<file path="src/hw/rtl/dda_pkg.sv">
// shared types, constants and month-length helpers for the date day offset block
`timescale 1ns / 1ps

package dda_pkg;

    // field widths
    localparam int YEAR_W  = 14;
    localparam int MONTH_W = 4;
    localparam int DAY_W   = 5;
    localparam int OFF_W   = 16;
    localparam int STAT_W  = 2;

    // internal widths: year walks a little below 0 and above 16383
    localparam int YACC_W = 16;
    localparam int DACC_W = 17;
    localparam int REM_W  = 9;
    localparam int Q_W    = 6;
    localparam int RCP_W  = 13;
    localparam int PROD_W = YEAR_W + RCP_W;

    // stream widths
    localparam int IN_TDATA_W  = 40;
    localparam int OUT_TDATA_W = 24;

    // floor(y / 400) = (y * 5243) >> 21 for every 14-bit y
    localparam logic [RCP_W-1:0] RECIP_400   = 13'd5243;
    localparam int               RECIP_SHIFT = 21;
    localparam logic [8:0]       CYCLE_YEARS = 9'd400;
    localparam logic [REM_W-1:0] REM_LAST    = 9'd399;
    localparam logic [REM_W-1:0] REM_C100    = 9'd100;
    localparam logic [REM_W-1:0] REM_C200    = 9'd200;
    localparam logic [REM_W-1:0] REM_C300    = 9'd300;

    localparam logic [MONTH_W-1:0] MONTH_JAN = 4'd1;
    localparam logic [MONTH_W-1:0] MONTH_FEB = 4'd2;
    localparam logic [MONTH_W-1:0] MONTH_DEC = 4'd12;

    localparam logic signed [YACC_W-1:0] YEAR_MIN = 16'sd1;
    localparam logic signed [YACC_W-1:0] YEAR_MAX = 16'sd9999;
    localparam logic [DAY_W-1:0]         DAY_FIRST = 5'd1;
    localparam logic [DAY_W-1:0]         DAY_LAST  = 5'd31;

    typedef enum logic [STAT_W-1:0] {
        ST_OK       = 2'd0,
        ST_BAD_DATE = 2'd1,
        ST_RANGE    = 2'd2
    } t_status;

    typedef enum logic [2:0] {
        S_IDLE,
        S_MUL,
        S_REM,
        S_CHECK,
        S_WALK,
        S_DONE
    } t_state;

    typedef struct packed {
        logic load;
        logic calc_q;
        logic calc_rem;
        logic check;
        logic step;
        logic out_load;
    } t_dp_cmd;

    typedef struct packed {
        logic bad_in;
        logic walk_done;
    } t_dp_sts;

    // leap rule from year mod 400: divisible by 4 but not a plain century
    function automatic logic is_leap(input logic [REM_W-1:0] rem);
        is_leap = (rem[1:0] == 2'd0) && (rem != REM_C100) && (rem != REM_C200)
                  && (rem != REM_C300);
    endfunction

    // month length, zero for a month code that means nothing
    function automatic logic [DAY_W-1:0] days_in(input logic [MONTH_W-1:0] m,
                                                 input logic leap);
        logic [DAY_W-1:0] len;
        unique case (m)
            4'd1, 4'd3, 4'd5, 4'd7, 4'd8, 4'd10, 4'd12: len = 5'd31;
            4'd4, 4'd6, 4'd9, 4'd11:                    len = 5'd30;
            4'd2:                                        len = leap ? 5'd29 : 5'd28;
            default:                                     len = 5'd0;
        endcase
        days_in = len;
    endfunction

endpackage

</file>
<file path="src/hw/rtl/dda_ctrl.sv">
// controller state machine for the date day offset block
`timescale 1ns / 1ps

module dda_ctrl (
    input  logic             i_clk,
    input  logic             i_rst_n,
    input  logic             i_in_valid,
    output logic             o_in_ready,
    output logic             o_out_valid,
    input  logic             i_out_ready,
    input  dda_pkg::t_dp_sts i_sts,
    output dda_pkg::t_dp_cmd o_cmd
);

    dda_pkg::t_state r_state, n_state;
    logic            r_out_valid, n_out_valid;

    always_ff @(posedge i_clk) begin
        if (!i_rst_n) begin
            r_state     <= dda_pkg::S_IDLE;
            r_out_valid <= 1'b0;
        end else begin
            r_state     <= n_state;
            r_out_valid <= n_out_valid;
        end
    end

    always_comb begin
        n_state     = r_state;
        o_cmd       = '0;
        n_out_valid = r_out_valid && !i_out_ready;
        unique case (r_state)
            dda_pkg::S_IDLE: begin
                if (i_in_valid) begin
                    o_cmd.load = 1'b1;
                    n_state    = dda_pkg::S_MUL;
                end
            end
            dda_pkg::S_MUL: begin
                o_cmd.calc_q = 1'b1;
                n_state      = dda_pkg::S_REM;
            end
            dda_pkg::S_REM: begin
                o_cmd.calc_rem = 1'b1;
                n_state        = dda_pkg::S_CHECK;
            end
            dda_pkg::S_CHECK: begin
                o_cmd.check = 1'b1;
                n_state     = i_sts.bad_in ? dda_pkg::S_DONE : dda_pkg::S_WALK;
            end
            dda_pkg::S_WALK: begin
                if (i_sts.walk_done) begin
                    n_state = dda_pkg::S_DONE;
                end else begin
                    o_cmd.step = 1'b1;
                end
            end
            dda_pkg::S_DONE: begin
                // output register free or being emptied this cycle
                if (!r_out_valid || i_out_ready) begin
                    o_cmd.out_load = 1'b1;
                    n_out_valid    = 1'b1;
                    n_state        = dda_pkg::S_IDLE;
                end
            end
            default: n_state = dda_pkg::S_IDLE;
        endcase
    end

    assign o_in_ready  = (r_state == dda_pkg::S_IDLE);
    assign o_out_valid = r_out_valid;

endmodule

</file>
<file path="src/hw/rtl/dda_dp.sv">
// datapath for the date day offset block: date registers, month stepper, output register
`timescale 1ns / 1ps

module dda_dp (
    input  logic                                   i_clk,
    input  logic [dda_pkg::YEAR_W-1:0]             i_in_year,
    input  logic [dda_pkg::MONTH_W-1:0]            i_in_month,
    input  logic [dda_pkg::DAY_W-1:0]              i_in_day,
    input  logic signed [dda_pkg::OFF_W-1:0]       i_offset_days,
    input  dda_pkg::t_dp_cmd                       i_cmd,
    output dda_pkg::t_dp_sts                       o_sts,
    output logic [dda_pkg::YEAR_W-1:0]             o_out_year,
    output logic [dda_pkg::MONTH_W-1:0]            o_out_month,
    output logic [dda_pkg::DAY_W-1:0]              o_out_day,
    output dda_pkg::t_status                       o_status
);

    logic signed [dda_pkg::YACC_W-1:0] r_year;
    logic [dda_pkg::MONTH_W-1:0]       r_month;
    logic signed [dda_pkg::DACC_W-1:0] r_day;
    logic signed [dda_pkg::OFF_W-1:0]  r_off;
    logic [dda_pkg::Q_W-1:0]           r_q;
    logic [dda_pkg::REM_W-1:0]         r_rem;
    dda_pkg::t_status                  r_status;

    logic [dda_pkg::YEAR_W-1:0]  r_out_year;
    logic [dda_pkg::MONTH_W-1:0] r_out_month;
    logic [dda_pkg::DAY_W-1:0]   r_out_day;
    dda_pkg::t_status            r_out_status;

    logic [dda_pkg::PROD_W-1:0]        prod;
    logic [dda_pkg::YEAR_W-1:0]        q_times;
    logic                              leap;
    logic [dda_pkg::MONTH_W-1:0]       month_prev;
    logic signed [dda_pkg::DACC_W-1:0] dim_cur;
    logic signed [dda_pkg::DACC_W-1:0] dim_prev;
    logic                              fwd;
    logic                              bwd;
    logic                              month_ok;

    // year mod 400 via reciprocal multiply
    assign prod    = r_year[dda_pkg::YEAR_W-1:0] * dda_pkg::RECIP_400;
    assign q_times = dda_pkg::YEAR_W'(r_q) * dda_pkg::YEAR_W'(dda_pkg::CYCLE_YEARS);

    assign leap       = dda_pkg::is_leap(r_rem);
    assign month_prev = (r_month == dda_pkg::MONTH_JAN) ? dda_pkg::MONTH_DEC
                                                        : r_month - 4'd1;
    assign dim_cur  = $signed({12'd0, dda_pkg::days_in(r_month, leap)});
    assign dim_prev = $signed({12'd0, dda_pkg::days_in(month_prev, leap)});

    assign fwd      = (r_day > dim_cur);
    assign bwd      = (r_day < 17'sd1);
    assign month_ok = (r_month >= dda_pkg::MONTH_JAN) && (r_month <= dda_pkg::MONTH_DEC);

    assign o_sts.bad_in    = !month_ok || fwd || bwd;
    assign o_sts.walk_done = !fwd && !bwd;

    always_ff @(posedge i_clk) begin
        if (i_cmd.load) begin
            r_year   <= $signed({2'b00, i_in_year});
            r_month  <= i_in_month;
            r_day    <= $signed({12'd0, i_in_day});
            r_off    <= i_offset_days;
            r_status <= dda_pkg::ST_OK;
        end
        if (i_cmd.calc_q) begin
            r_q <= prod[dda_pkg::RECIP_SHIFT +: dda_pkg::Q_W];
        end
        if (i_cmd.calc_rem) begin
            r_rem <= dda_pkg::REM_W'(r_year[dda_pkg::YEAR_W-1:0] - q_times);
        end
        if (i_cmd.check) begin
            if (o_sts.bad_in) begin
                r_status <= dda_pkg::ST_BAD_DATE;
            end else begin
                r_day <= r_day + dda_pkg::DACC_W'(r_off);
            end
        end
        if (i_cmd.step) begin
            if (fwd) begin
                r_day <= r_day - dim_cur;
                if (r_month == dda_pkg::MONTH_DEC) begin
                    r_month <= dda_pkg::MONTH_JAN;
                    r_year  <= r_year + 16'sd1;
                    r_rem   <= (r_rem == dda_pkg::REM_LAST) ? '0 : r_rem + 9'd1;
                end else begin
                    r_month <= r_month + 4'd1;
                end
            end else if (bwd) begin
                // borrow the length of the month before, december when wrapping
                r_day   <= r_day + dim_prev;
                r_month <= month_prev;
                if (r_month == dda_pkg::MONTH_JAN) begin
                    r_year <= r_year - 16'sd1;
                    r_rem  <= (r_rem == '0) ? dda_pkg::REM_LAST : r_rem - 9'd1;
                end
            end
        end
        if (i_cmd.out_load) begin
            if (r_status == dda_pkg::ST_BAD_DATE) begin
                r_out_year   <= r_year[dda_pkg::YEAR_W-1:0];
                r_out_month  <= r_month;
                r_out_day    <= r_day[dda_pkg::DAY_W-1:0];
                r_out_status <= dda_pkg::ST_BAD_DATE;
            end else if (r_year < dda_pkg::YEAR_MIN) begin
                r_out_year   <= dda_pkg::YEAR_W'(dda_pkg::YEAR_MIN);
                r_out_month  <= dda_pkg::MONTH_JAN;
                r_out_day    <= dda_pkg::DAY_FIRST;
                r_out_status <= dda_pkg::ST_RANGE;
            end else if (r_year > dda_pkg::YEAR_MAX) begin
                r_out_year   <= dda_pkg::YEAR_W'(dda_pkg::YEAR_MAX);
                r_out_month  <= dda_pkg::MONTH_DEC;
                r_out_day    <= dda_pkg::DAY_LAST;
                r_out_status <= dda_pkg::ST_RANGE;
            end else begin
                r_out_year   <= r_year[dda_pkg::YEAR_W-1:0];
                r_out_month  <= r_month;
                r_out_day    <= r_day[dda_pkg::DAY_W-1:0];
                r_out_status <= dda_pkg::ST_OK;
            end
        end
    end

    assign o_out_year  = r_out_year;
    assign o_out_month = r_out_month;
    assign o_out_day   = r_out_day;
    assign o_status    = r_out_status;

endmodule

</file>
<file path="src/hw/rtl/date_day_offset.sv">
// top level of the date day offset block: gregorian date plus signed day count
`timescale 1ns / 1ps

// channel   direction  payload
// s_axis    in         tdata: in_year[13:0] in_month[17:14] in_day[22:18] offset_days[38:23]
// m_axis    out        tdata: out_year[13:0] out_month[17:14] out_day[22:18]; tuser: status
//
// one request at a time; the month stepper moves one month per cycle
// set-up finds year mod 400 by reciprocal multiply and remainder, then checks the date
// a bad starting date skips the walk and goes from the date check straight to the result
// reset (synchronous, active low) clears the state machine and the output valid
// a finished result sits in the output register, so a new request is taken while it waits

module date_day_offset (
    input  logic                                i_clk,
    input  logic                                i_rst_n,
    input  logic                                s_axis_tvalid,
    output logic                                s_axis_tready,
    // in_year, in_month, in_day, offset_days, one unused pad bit on top
    input  logic [dda_pkg::IN_TDATA_W-1:0]      s_axis_tdata,
    output logic                                m_axis_tvalid,
    input  logic                                m_axis_tready,
    // out_year, out_month, out_day, one zero pad bit
    output logic [dda_pkg::OUT_TDATA_W-1:0]     m_axis_tdata,
    // status: ok, bad starting date, year out of range
    output logic [dda_pkg::STAT_W-1:0]          m_axis_tuser
);

    dda_pkg::t_dp_cmd cmd;
    dda_pkg::t_dp_sts sts;

    logic [dda_pkg::YEAR_W-1:0]  out_year;
    logic [dda_pkg::MONTH_W-1:0] out_month;
    logic [dda_pkg::DAY_W-1:0]   out_day;
    dda_pkg::t_status            out_status;

    dda_ctrl u_ctrl (
        .i_clk       (i_clk),
        .i_rst_n     (i_rst_n),
        .i_in_valid  (s_axis_tvalid),
        .o_in_ready  (s_axis_tready),
        .o_out_valid (m_axis_tvalid),
        .i_out_ready (m_axis_tready),
        .i_sts       (sts),
        .o_cmd       (cmd)
    );

    dda_dp u_dp (
        .i_clk         (i_clk),
        .i_in_year     (s_axis_tdata[13:0]),
        .i_in_month    (s_axis_tdata[17:14]),
        .i_in_day      (s_axis_tdata[22:18]),
        .i_offset_days ($signed(s_axis_tdata[38:23])),
        .i_cmd         (cmd),
        .o_sts         (sts),
        .o_out_year    (out_year),
        .o_out_month   (out_month),
        .o_out_day     (out_day),
        .o_status      (out_status)
    );

    // pack result, pad bit on top
    assign m_axis_tdata = {1'b0, out_day, out_month, out_year};
    assign m_axis_tuser = out_status;

endmodule
</file>
<file path="config.mk">
export PLATFORM = sky130hd
export DESIGN_NAME = date_day_offset
export DESIGN_NICKNAME = d
export VERILOG_FILES = /design/src/hw/rtl/dda_pkg.sv /design/src/hw/rtl/dda_ctrl.sv /design/src/hw/rtl/dda_dp.sv /design/src/hw/rtl/date_day_offset.sv
export SDC_FILE = /design/constraint.sdc
export NUM_CORES = 1
export LEC_CHECK = 0
export BUFFER_PORTS_ARGS = -buffer_cell sky130_fd_sc_hd__buf_2
export CORE_MARGIN = 2
export CORE_UTILIZATION = 45
export CTS_CLUSTER_DIAMETER = 150
export DETAILED_ROUTE_END_ITERATION = 7
export HOLD_SLACK_MARGIN = 0.06
export PLACE_DENSITY = 0.63
export SLEW_MARGIN = 20
export SYNTH_ARGS = -nofsm -noshare
export SYNTH_HDL_FRONTEND = slang
export SYNTH_SLANG_ARGS = --single-unit
</file>
<file path="constraint.sdc">
create_clock -name i_clk -period 5 [get_ports i_clk]
set_input_delay 0.25 -clock i_clk [delete_from_list [all_inputs] [get_ports i_clk]]
set_output_delay 0.25 -clock i_clk [all_outputs]
set_load 0.005 [all_outputs]
</file>
# Word-level counts from Yosys, hierarchy flattened
# Index checks and enable logic that the tools add are counted.
# op_classes
addsub	10
multipliers	2
order_cmp	6
eq_ne	37
muxes	59
reduce_logical	22
# op_table
op	n
two-way mux 17 bit	6
two-way mux 16 bit	6
two-way mux 9 bit	8
two-way mux 14 bit	3
equality test 4 bit (second input constant)	10
two-way mux 4 bit	9
equality test 4 x 3 -> 1 bit (second input constant)	8
case mux 5 bit (3 select lines)	2
multiplier 14 x 13 -> 27 bit (second input constant)	1
case mux 3 bit (6 select lines)	1
adder 17 x 16 -> 17 bit	1
adder 17 x 6 -> 17 bit	1
greater-than comparator 17 x 6 -> 1 bit	1
< comparator 17 x 2 -> 1 bit (second input constant)	1
subtractor 17 x 6 -> 17 bit	1
adder 16 x 2 -> 16 bit (second input constant)	1
equality test 4 x 2 -> 1 bit (second input constant)	4
greater-than comparator 16 x 15 -> 1 bit (second input constant)	1
< comparator 16 x 2 -> 1 bit (second input constant)	1
subtractor 16 x 2 -> 16 bit (second input constant)	1
two-way mux 5 bit	3
OR reduction 7 bit	2
two-way mux 1 bit	13
two-way mux 2 bit	5
other kinds (28)	46
# word_totals
regBits	99
inputBits	44
out_inout_bits	28
word_cells	149

# Depth between registers and ports, before layout
# Gate-level depths: netlist of the first run.
# logic_depth
word_depth	14
depth_mapped	21
ltp_nobuf	20

# Modules after synthesis
# From an unflattened synthesis of the first run, not the netlist that was laid out.
# hier_totals
hier_cells	1234
hier_area_um2	11075.6
# by_module_without_submodules
mod	n_inst	cells_each	area_each_um2
dda_dp	1	1203	10809.1
dda_ctrl	1	29	255.2
date_day_offset	1	2	11.3

# Worst setup path after synthesis of the first run
# OpenSTA, ideal clock, no wires.
# synth_path
path_type	register -> register
start	reg u_dp.r_year[0] (netlist name)
end	reg u_dp.r_q[3] (netlist name) (data pin)
setup_time_ps	260
arrival_ps	4374
setup_slack_ps	367
stages_incl_launch_ff	22
n_path_buf	1
synth_period_minus_slack_ps	4633
path_cell_list	dfxtp_1 -> clkbuf_1 -> inv_1 -> fa_1 -> inv_1 -> ha_1 -> inv_1 -> fa_1 -> inv_1 -> ha_1 -> inv_1 -> fa_1 -> inv_1 -> ha_1 -> nand4_1 -> o2111ai_1 -> a21oi_1 -> o21ai_0 -> nand4_1 -> a32oi_1 -> a21boi_0 -> xnor2_1
# synth_via
elab_chain_cells	1
# synth_lines
item	line	rtl
start: declaration	dda_dp.sv:18	logic signed [dda_pkg::YACC_W-1:0] r_year;
start signal: assignment	dda_dp.sv:60	r_year <= $signed({2'b00, i_in_year});
start signal: assignment	dda_dp.sv:84	r_year <= r_year + 16'sd1;
start signal: assignment	dda_dp.sv:94	r_year <= r_year - 16'sd1;
multiplier 14 x 13 -> 27 bit	dda_dp.sv:42	assign prod = r_year[dda_pkg::YEAR_W-1:0] * dda_pkg::RECIP_400;
net u_dp.prod, one bit	dda_dp.sv:31	logic [dda_pkg::PROD_W-1:0] prod;
end signal: assignment	dda_dp.sv:67	r_q <= prod[dda_pkg::RECIP_SHIFT +: dda_pkg::Q_W];
end: declaration	dda_dp.sv:22	logic [dda_pkg::Q_W-1:0] r_q;
# The timed path passes the listed nets, and every way through them passes these cells.
# A chain may end at the register's enable or synchronous reset.

# Final worst setup path of the first run
# layout_path
start	reg u_dp.r_year[9] (netlist name)
end	reg u_dp.r_q[4] (netlist name) (data pin)
# The elaborated chain is that of the path after synthesis.

==> flow_summary.ini, run 1 <==
[status]
outcome = finished, final reports clean

[setup_path]
critPathCaptureType = flip-flop
crit_required_ns = 5.11
worstPathArrival_ns = 4.84
r2r-start = u_dp.r_year[9]$_DFF_P_
path_class = flip-flop to flip-flop
crit_path_start_kind = flip-flop
setup.worst_path.start = u_dp.r_year[9]$_DFF_P_
cp_max_fo = 8

[detailed_routing]
antenna_left = 0
firstDrtPassIters = 5
drc = 0
totalWireLength_um = 29700
dr_total_vias = 9310
wl_per_cell_um = 18.2
via_per_inst = 5.70
drt_iter0_markers = 657

[synthesis]
yosys.area_share.simple_pct = 13.5
synth_compound_area_share_pct = 21.7
yosysTopAreaCellShare_pct = 18.9
ys_ff_latch = 98
synth_top_family_by_area = adder cells
ys.flop_type = dfxtp_1
netlist-cell-type-count = 81
synth_edf_count = 46
seq_area_frac_synth_pct = 22.4
synth_area_sq_um = 10800
syn_nets = 1489
synth_top_area_cell = ha_1
synth_mux_area_share_pct = 0.185
avgSynthCellArea_sq_um = 8.88
syn_inst = 1216
ys_async_sr_fraction_pct = 0
yosys-top-cells-area = ha_1 (19%), edfxtp_1 (13%), fa_1 (12%), dfxtp_1 (9.6%), inv_1 (5.4%)
yosys_warnings = 0
synthAdderAreaFrac_pct = 31.1
synth_xor_area_share_pct = 3.33

[floorplan]
dieArea_sq_um = 25300
rows = 56
core_area_sq_um = 23500
initial_core_util_pct = 45.9
io_pins = 72
die_y_um = 159
chipWidth_um = 159

[placement]
io_buffers = 69
place_ws_ns = 0.0219
hpwl_um = 23300
routabilityCongestion = 0.932
placed_area_sq_um = 11700
dp_cells = 1608

[sta]
setup_viol = 0
min_period_ns = 4.72
timing.final.crit_share_pct = 94.5
finalClockSkew_ns = 0.0106
worst_pin_slew_ns = 0.943
hold_viol = 0
slew_viol_final = 0
tns_ns = 0
fin_ws_ns = 0.275
rsz0062_at_grt = no
maxClockFrequency_ghz = 0.212
max_slew_margin_pct = 37.1

[worst_hold_path]
hold_class = primary input to flip-flop
min_from = s_axis_tdata[32]

[global_routing]
grt_use_total_pct = 24.0
antenna_found_initial = 0
grt_pass1_vias = 9116
grt_pass1_wl_um = 48800
grt_max_degree = 49
grt-ovfl-total = 0

[final_layout]
mostFrequentLayoutCell = ha_1
stdcell_area_sq_um = 12100
insertedDiodeCount = 0
fillers = 2247
final_cell_mix = ha_1 (163), inv_1 (154), nand2_1 (85)
drive_gt1_share_pct = 12.9
regArea_sq_um = 2420
multi_input_area_sq_um = 7580
num-nets-final = 1581
stdcell_count = 1632
syn2layout_area_growth_pct = 11.9

[flow_run]
maxCapViolations = 0

[clock_network]
cts-root-buf = clkbuf_16
h-tree-depth = 3
cts_tree = built
clock_path_buffers = 2
cts_buffers = 9
clk_pin_slew_ns = 0.08
clock_sinks = 98
clk-insertion-delay-late_ns = 0.36
post-cts-setup-buffers = 0
[final cells by class]
type,count,share of cell area [%]
clock buffers,9,1.86
clock inverters,7,0.456
inverters,156,4.85
multi-input cells,914,62.7
flip-flops and latches,98,20.1
well taps,319,3.30
repair buffers,129,6.75
[worst max-delay path, stage by stage (launching register included)]
cell	delay (ns)
dfxtp_1	0.38
buf_4	0.20
fa_1	0.44
ha_1	0.29
inv_1	0.04
fa_1	0.47
inv_1	0.06
fa_1	0.50
fa_1	0.51
ha_1	0.36
a22o_1	0.24
o31ai_1	0.21
a32oi_1	0.13
buf_4	0.19
a311oi_1	0.33
xnor2_1	0.11
[cell families after synthesis]
| kind of cell | count (synthesis) |
|---|---|
| AOI/OAI and AO/OA | 346 |
| xor gates and xnor gates | 41 |
| adders and majority gates | 229 |
| buffers and inverters | 204 |
| DFF | 98 |
| muxes | 2 |
| other | 1 |
| and+or+nand+nor | 295 |
[stage by stage]
stage	utilization, %	hold slack, ns
after CTS	51.2	0.0607
after global placement	49.7	0.427
after detailed placement	49.7	0.428
final	51.3	0.0646
after floorplan	-	0.349
after global routing	51.3	0.0635
[state kept, by name, indices dropped and copies added (netlist names)]
register and count:
u_dp.r_status 2, u_ctrl.r_state 3, u_dp.r_day 17, u_dp.r_year 16
u_dp.o_out_month 4, u_dp.o_status 2, u_dp.r_q 5, u_dp.r_month 4
u_dp.r_off 16, u_dp.o_out_year 14, u_dp.r_rem 9, u_ctrl.o_out_valid 1
u_dp.o_out_day 5
[final timing paths]
| kind | cells past startpoint | to | slack, ns |
|---|---|---|---|
| worst min register to register | 2 | u_dp.r_status[0]$_DFF_P_ | 0.44 |
| worst max-delay path | 15 | u_dp.r_q[4]$_DFFE_PP_ | 0.28 |
| worst max register to register | 15 | u_dp.r_q[4]$_DFFE_PP_ | 0.28 |
| worst min-delay path | 1 | u_dp.r_off[9]$_DFFE_PP_ | 0.06 |
[cells in the mapped netlist, drive strengths merged, types with 8 or more instances]
cell	n
a211oi	8
a21boi	15
a21o	17
a21oi	75
a221o	10
a221oi	13
a31oi	19
a32oi	13
and3	18
buf	15
clkbuf	33
dfxtp	52
edfxtp	46
fa	66
ha	163
inv	155
nand2	85
nand3	32
nand4	13
nor2	71
nor2b	12
nor3	24
o211ai	12
o21a	14
o21ai	71
o221ai	13
o22ai	12
o311ai	8
xnor2	29
xor2	12
[what timing repair did]
action | in CTS | in global routing
hold endpoints to repair | 6 | 2
hold buffers | 6 | 2
endpoints found under the setup margin | 1 | 3
pin swaps | 0 | 4
resized for setup | 1 | 6
[metal layers]
layer  up-vias  global-route usage, %  wire (um)
met2       250                   38.9      13900
met5         -                      0          0
met1      4462                   33.9      13800
li1       4562                      -          -
met4         0                   6.53        620
met3        36                   2.98       1410
Power of run 1 is not shown: default switching activity piles up to over one toggle a cycle in this logic, so the estimate is an artifact.
==> run 2, diff against run 1 <==
clock period = 5.1 ns   (was 5 ns; I/O delays follow)
==> run 2 against run 1 <==
  * Clock skew about the same
  * Cell area about the same
  * Clock-buffer cell count increased by 1
  * Register-to-register slack about the same
  * Die area unchanged
  * Global-route usage about the same
  * Critical path depth increased by 1
  * First-iteration DRC count decreased by 11%
  * Routed wire length decreased by 0.67%
  * Non-clock buffer count decreased by 3
  * Sequential share of layout area about the same
  * Critical path type unchanged
  * Largest cell class unchanged
==> flow_summary.ini, run 2 (synthesis gave the netlist of run 1 again) <==
[detailed_routing]
drt_iter0_markers = 586
via_per_inst = 5.76
dr_total_vias = 9378
antenna_left = 0
totalWireLength_um = 29500
drc = 0
wl_per_cell_um = 18.1
firstDrtPassIters = 5

[setup_path]
cp_max_fo = 4
crit_family = adder cells
r2r-start = u_dp.r_year[10]$_DFF_P_
worstReg2RegEnd = u_dp.r_q[2]$_DFFE_PP_
r2r_slack_ns = 0.26
crit_path_start_kind = flip-flop
worstPathArrival_ns = 5.04
reg2regPathDepth = 16
critPathCaptureType = flip-flop
cp_slowest_cell = fa_1
max_stage_delay_ns = 0.55
worstPathCellList = ha_1 > inv_1 > fa_1 > inv_1 > fa_1 > inv_1 > fa_1 > fa_1 > inv_1 > ha_1 > a211oi_1 > o21ai_0 > a221oi_2 > o31ai_1 > a311o_1 > a211oi_2
critical_path_buf_inv_count = 4
crit_required_ns = 5.30
cp.depth = 16
path_class = flip-flop to flip-flop

[worst_hold_path]
min_from = s_axis_tdata[28]
hold_class = primary input to flip-flop
hold_path_depth = 1
worstHoldEndpoint = u_dp.r_off[5]$_DFFE_PP_

[clock_network]
clock_path_buffers = 2
h-tree-depth = 3
cts_buffers = 9
clk_pin_slew_ns = 0.08
clk-insertion-delay-late_ns = 0.36
cts_tree = built
clock_sinks = 98
post-cts-setup-buffers = 0
cts-root-buf = clkbuf_16

[flow_run]
maxCapViolations = 0

[sta]
finalClockSkew_ns = 0.0109
max_slew_margin_pct = 33.9
rsz0062_at_grt = no
whs_ns = 0.0670
timing.final.crit_share_pct = 94.9
tns_ns = 0
setup_viol = 0
min_period_ns = 4.84
worst_pin_slew_ns = 0.990
maxClockFrequency_ghz = 0.207
slew_viol_final = 0
hold_viol = 0

[status]
outcome = finished, final reports clean

[floorplan]
io_pins = 72
rows = 56
dieArea_sq_um = 25300
core_area_sq_um = 23500
die_y_um = 159
chipWidth_um = 159
initial_core_util_pct = 45.9

[final_layout]
top_register = u_dp.r_day
insertedDiodeCount = 0
fillers = 2283
reg_top3 = u_dp.r_day: 17 flops, u_dp.r_off: 16 flops, u_dp.r_year: 16 flops
drive_gt1_share_pct = 12.7
largest_reg_flops = 17
final_cell_mix = ha_1 (163), inv_1 (155), nand2_1 (85)
num-nets-final = 1578
syn2layout_area_growth_pct = 11.8
mostFrequentLayoutCell = ha_1

[placement]
io_buffers = 69
hpwl_um = 23000
routabilityCongestion = 0.890

[global_routing]
grt_pass1_vias = 9289
grt_pass1_wl_um = 48900
grt_use_total_pct = 24.0
grt-ovfl-total = 0
antenna_found_initial = 0
grt_max_degree = 49
==> run 2: changes by cell type in the layout (fill, tap and decap cells not counted), sizes merged <==
cell and delta:
buf -4, clkinvlp -3, inv +2, clkbuf +1, dlygate4sd3 +1
==> run 2: per-layer routing <==
| metal | GRT usage, % | part of all wire (%) |
|---|---|---|
| met1 | 32.8 | 46 |
| met2 | 39.7 | 47 |
| met3 | 3.19 | 5.0 |
| met4 | 7.19 | 2.0 |
| met5 | 0 | 0 |
==> run 2: worst reg2reg max path: cells and delay by family, from the launching register on <==
family	cells	cell delay, ns
AOI/OAI and AO/OA	6	1.43
adders and majority gates	6	2.67
buffers and inverters	4	0.20
DFF	1	0.35
==> run 2: worst max path at each step <==
stage / from / to / slack [ns]
finish: u_dp.r_year[10]$_DFF_P_ / u_dp.r_q[2]$_DFFE_PP_ / 0.26
global route: u_dp.r_year[6]$_DFF_P_ / u_dp.r_q[4]$_DFFE_PP_ / 0.02
CTS: u_dp.r_year[7]$_DFF_P_ / u_dp.r_q[2]$_DFFE_PP_ / 0.01
detailed placement: u_dp.r_year[5]$_DFF_P_ / u_dp.r_q[2]$_DFFE_PP_ / 0.02
global placement: u_dp.r_year[7]$_DFF_P_ / u_dp.r_q[2]$_DFFE_PP_ / 0.09
floorplan: u_dp.r_year[0]$_DFF_P_ / u_dp.r_q[3]$_DFFE_PP_ / 0.47
==> run 2: timing repair <==
item                       in CTS  in global routing
hold endpoints to repair        8                  1
setup endpoints to repair       0                  3
hold buffers                    8                  1
resized for setup               0                  6
==> run 2: cell type report <==
type	count	area (sq um)	share of cell area, %
clock buffers	10	239	1.98
clock inverters	6	55.1	0.456
repair buffers	126	796	6.59
well taps	319	399	3.31
flip-flops and latches	98	2430	20.1
inverters	156	586	4.85
multi-input cells	914	7570	62.7
==> run 2: through the flow <==
| step | setup slack, ns | cells | area [sq um] | utilization, % |
|---|---|---|---|---|
| after floorplan | 0.467 | 1216 | 10800 | - |
| after global placement | 0.0867 | 1604 | 11700 | 49.6 |
| after detailed placement | 0.0186 | 1604 | 11700 | 49.6 |
| after CTS | 0.0103 | 1628 | 12000 | 51.2 |
| after global routing | 0.0151 | 1629 | 12100 | 51.3 |
| final | 0.262 | 1629 | 12100 | 51.3 |
Power of run 2 is left out for the same reason.
==> run 3, diff against run 2 <==
CORE_ASPECT_RATIO = 0.75   (was unset)
GPL_ROUTABILITY_DRIVEN = 0   (was unset)
==> run 3 against run 2 <==
  * Cell count down 0.86%
  * Sequential cell count unchanged
  * Clock skew up 0.0021 ns
  * Highest routed layer unchanged
  * Largest cell class unchanged
  * Core utilization down 0.65 points
  * Via count up 1.1%
==> flow_summary.ini, run 3 (synthesis gave the netlist of run 1 again) <==
[final_layout]
final_cell_mix = ha_1 (163), inv_1 (155), nand2_1 (85)
drive_gt1_share_pct = 12.7
syn2layout_area_growth_pct = 11.5
reg_top3 = u_dp.r_day: 17 flops, u_dp.r_off: 16 flops, u_dp.r_year: 16 flops
largest_reg_flops = 17
insertedDiodeCount = 0
regArea_sq_um = 2430
mostFrequentLayoutCell = ha_1
top_register = u_dp.r_day
multi_input_area_sq_um = 7560
num-nets-final = 1577
fillers = 2246

[global_routing]
grt_pass1_wl_um = 49300
grt_use_total_pct = 24.8
busiest_layer = met1
grt_max_degree = 58
grt_util_met1_pct = 40.1
grt-ovfl-total = 0
antenna_found_initial = 0
use_met2_pct = 32.3
use_met3_pct = 7.09
grt_pass1_vias = 8945

[detailed_routing]
dr_total_vias = 9478
totalWireLength_um = 30500
wl_per_cell_um = 18.9
drc = 0
firstDrtPassIters = 6
via_per_inst = 5.87
antenna_left = 0
drt_iter0_markers = 1078

[setup_path]
setup.worst_path.start = u_dp.r_year[6]$_DFF_P_
worstPathArrival_ns = 4.96
critPathCaptureType = flip-flop
cp_slowest_cell = fa_1
r2r_slack_ns = 0.33
crit_required_ns = 5.29
crit_top_cell = fa_1
path_class = flip-flop to flip-flop
r2r-start = u_dp.r_year[6]$_DFF_P_
worstPathCellList = buf_4 > fa_1 > ha_1 > fa_1 > inv_1 > fa_1 > fa_1 > inv_1 > ha_1 > a211oi_1 > o21ai_1 > a221oi_2 > o31ai_1 > a311o_1 > a211oi_1
max_stage_delay_ns = 0.54
cp_max_fo = 10
crit_path_start_kind = flip-flop

[sta]
max_slew_margin_pct = 27.8
tns_ns = 0
min_period_ns = 4.77
finalClockSkew_ns = 0.0130
maxClockFrequency_ghz = 0.210
worst_pin_slew_ns = 1.08
setup_viol = 0
timing.final.crit_share_pct = 93.5
rsz0062_at_grt = no
slew_viol_final = 0
hold_viol = 0

[floorplan]
initial_core_util_pct = 45.4
dieArea_sq_um = 25300
chipWidth_um = 183
rows = 49
io_pins = 72
core_area_sq_um = 23800
die_y_um = 138

[clock_network]
cts_tree = built
clock_sinks = 98
clk-insertion-delay-late_ns = 0.37
post-cts-setup-buffers = 0
h-tree-depth = 3
clk_pin_slew_ns = 0.08
cts_buffers = 9
cts-root-buf = clkbuf_16
clock_path_buffers = 2

[status]
outcome = finished, final reports clean

[placement]
io_buffers = 69
hpwl_um = 23900

[worst_hold_path]
hold_class = primary input to flip-flop
min_from = s_axis_tdata[37]

[flow_run]
maxCapViolations = 0
## run 3: layout make-up
type	instances	area share (%)
clock inverter	7	0.613
sequential	98	20.1
tap	306	3.18
multi-input combinational	914	62.8
inverter	156	4.86
timing repair buffer	125	6.50
clock buffer	9	1.87
## run 3: layer usage
layer / vias up / part of all wire, %
li1: 4552 / -
met1: 4486 / 51
met2: 409 / 37
met3: 31 / 11
met4: 0 / 1.1
met5: - / 0
## run 3: repair_timing
action | 4_1_cts | 5_1_grt
endpoints found under the setup margin | 0 | 1
hold endpoints to repair | 7 | 0
hold buffers | 7 | 0
gates resized for setup | 0 | 6
## run 3: path summary, 6_finish.rpt
kind | cells after the start | to
min reg2reg | 2 | u_dp.r_status[0]$_DFF_P_
max reg2reg | 15 | u_dp.r_q[2]$_DFFE_PP_
min | 1 | u_dp.r_off[14]$_DFFE_PP_
max | 15 | u_dp.r_q[2]$_DFFE_PP_
## run 3: through the flow
| step | hold slack (ns) | cells | setup slack (ns) | cell area (sq um) | utilization (%) |
|---|---|---|---|---|---|
| after floorplan | 0.354 | 1216 | 0.467 | 10800 | - |
| after global placement | 0.427 | 1592 | 0.202 | 11700 | 49.0 |
| after detailed placement | 0.433 | 1592 | 0.198 | 11700 | 49.0 |
| after CTS | 0.0606 | 1615 | 0.164 | 12000 | 50.5 |
| after global routing | 0.0649 | 1615 | 0.0407 | 12000 | 50.6 |
| final | 0.0663 | 1615 | 0.332 | 12000 | 50.6 |
## run 3: critical path: cells and delay by family (launching register included)
kind / cells / cell delay, ns
buffers and inverters: 3 / 0.31
adders and majority gates: 6 / 2.54
AOI/OAI and AO/OA: 6 / 1.41
DFF: 1 / 0.33
Power of run 3 is left out for the same reason.
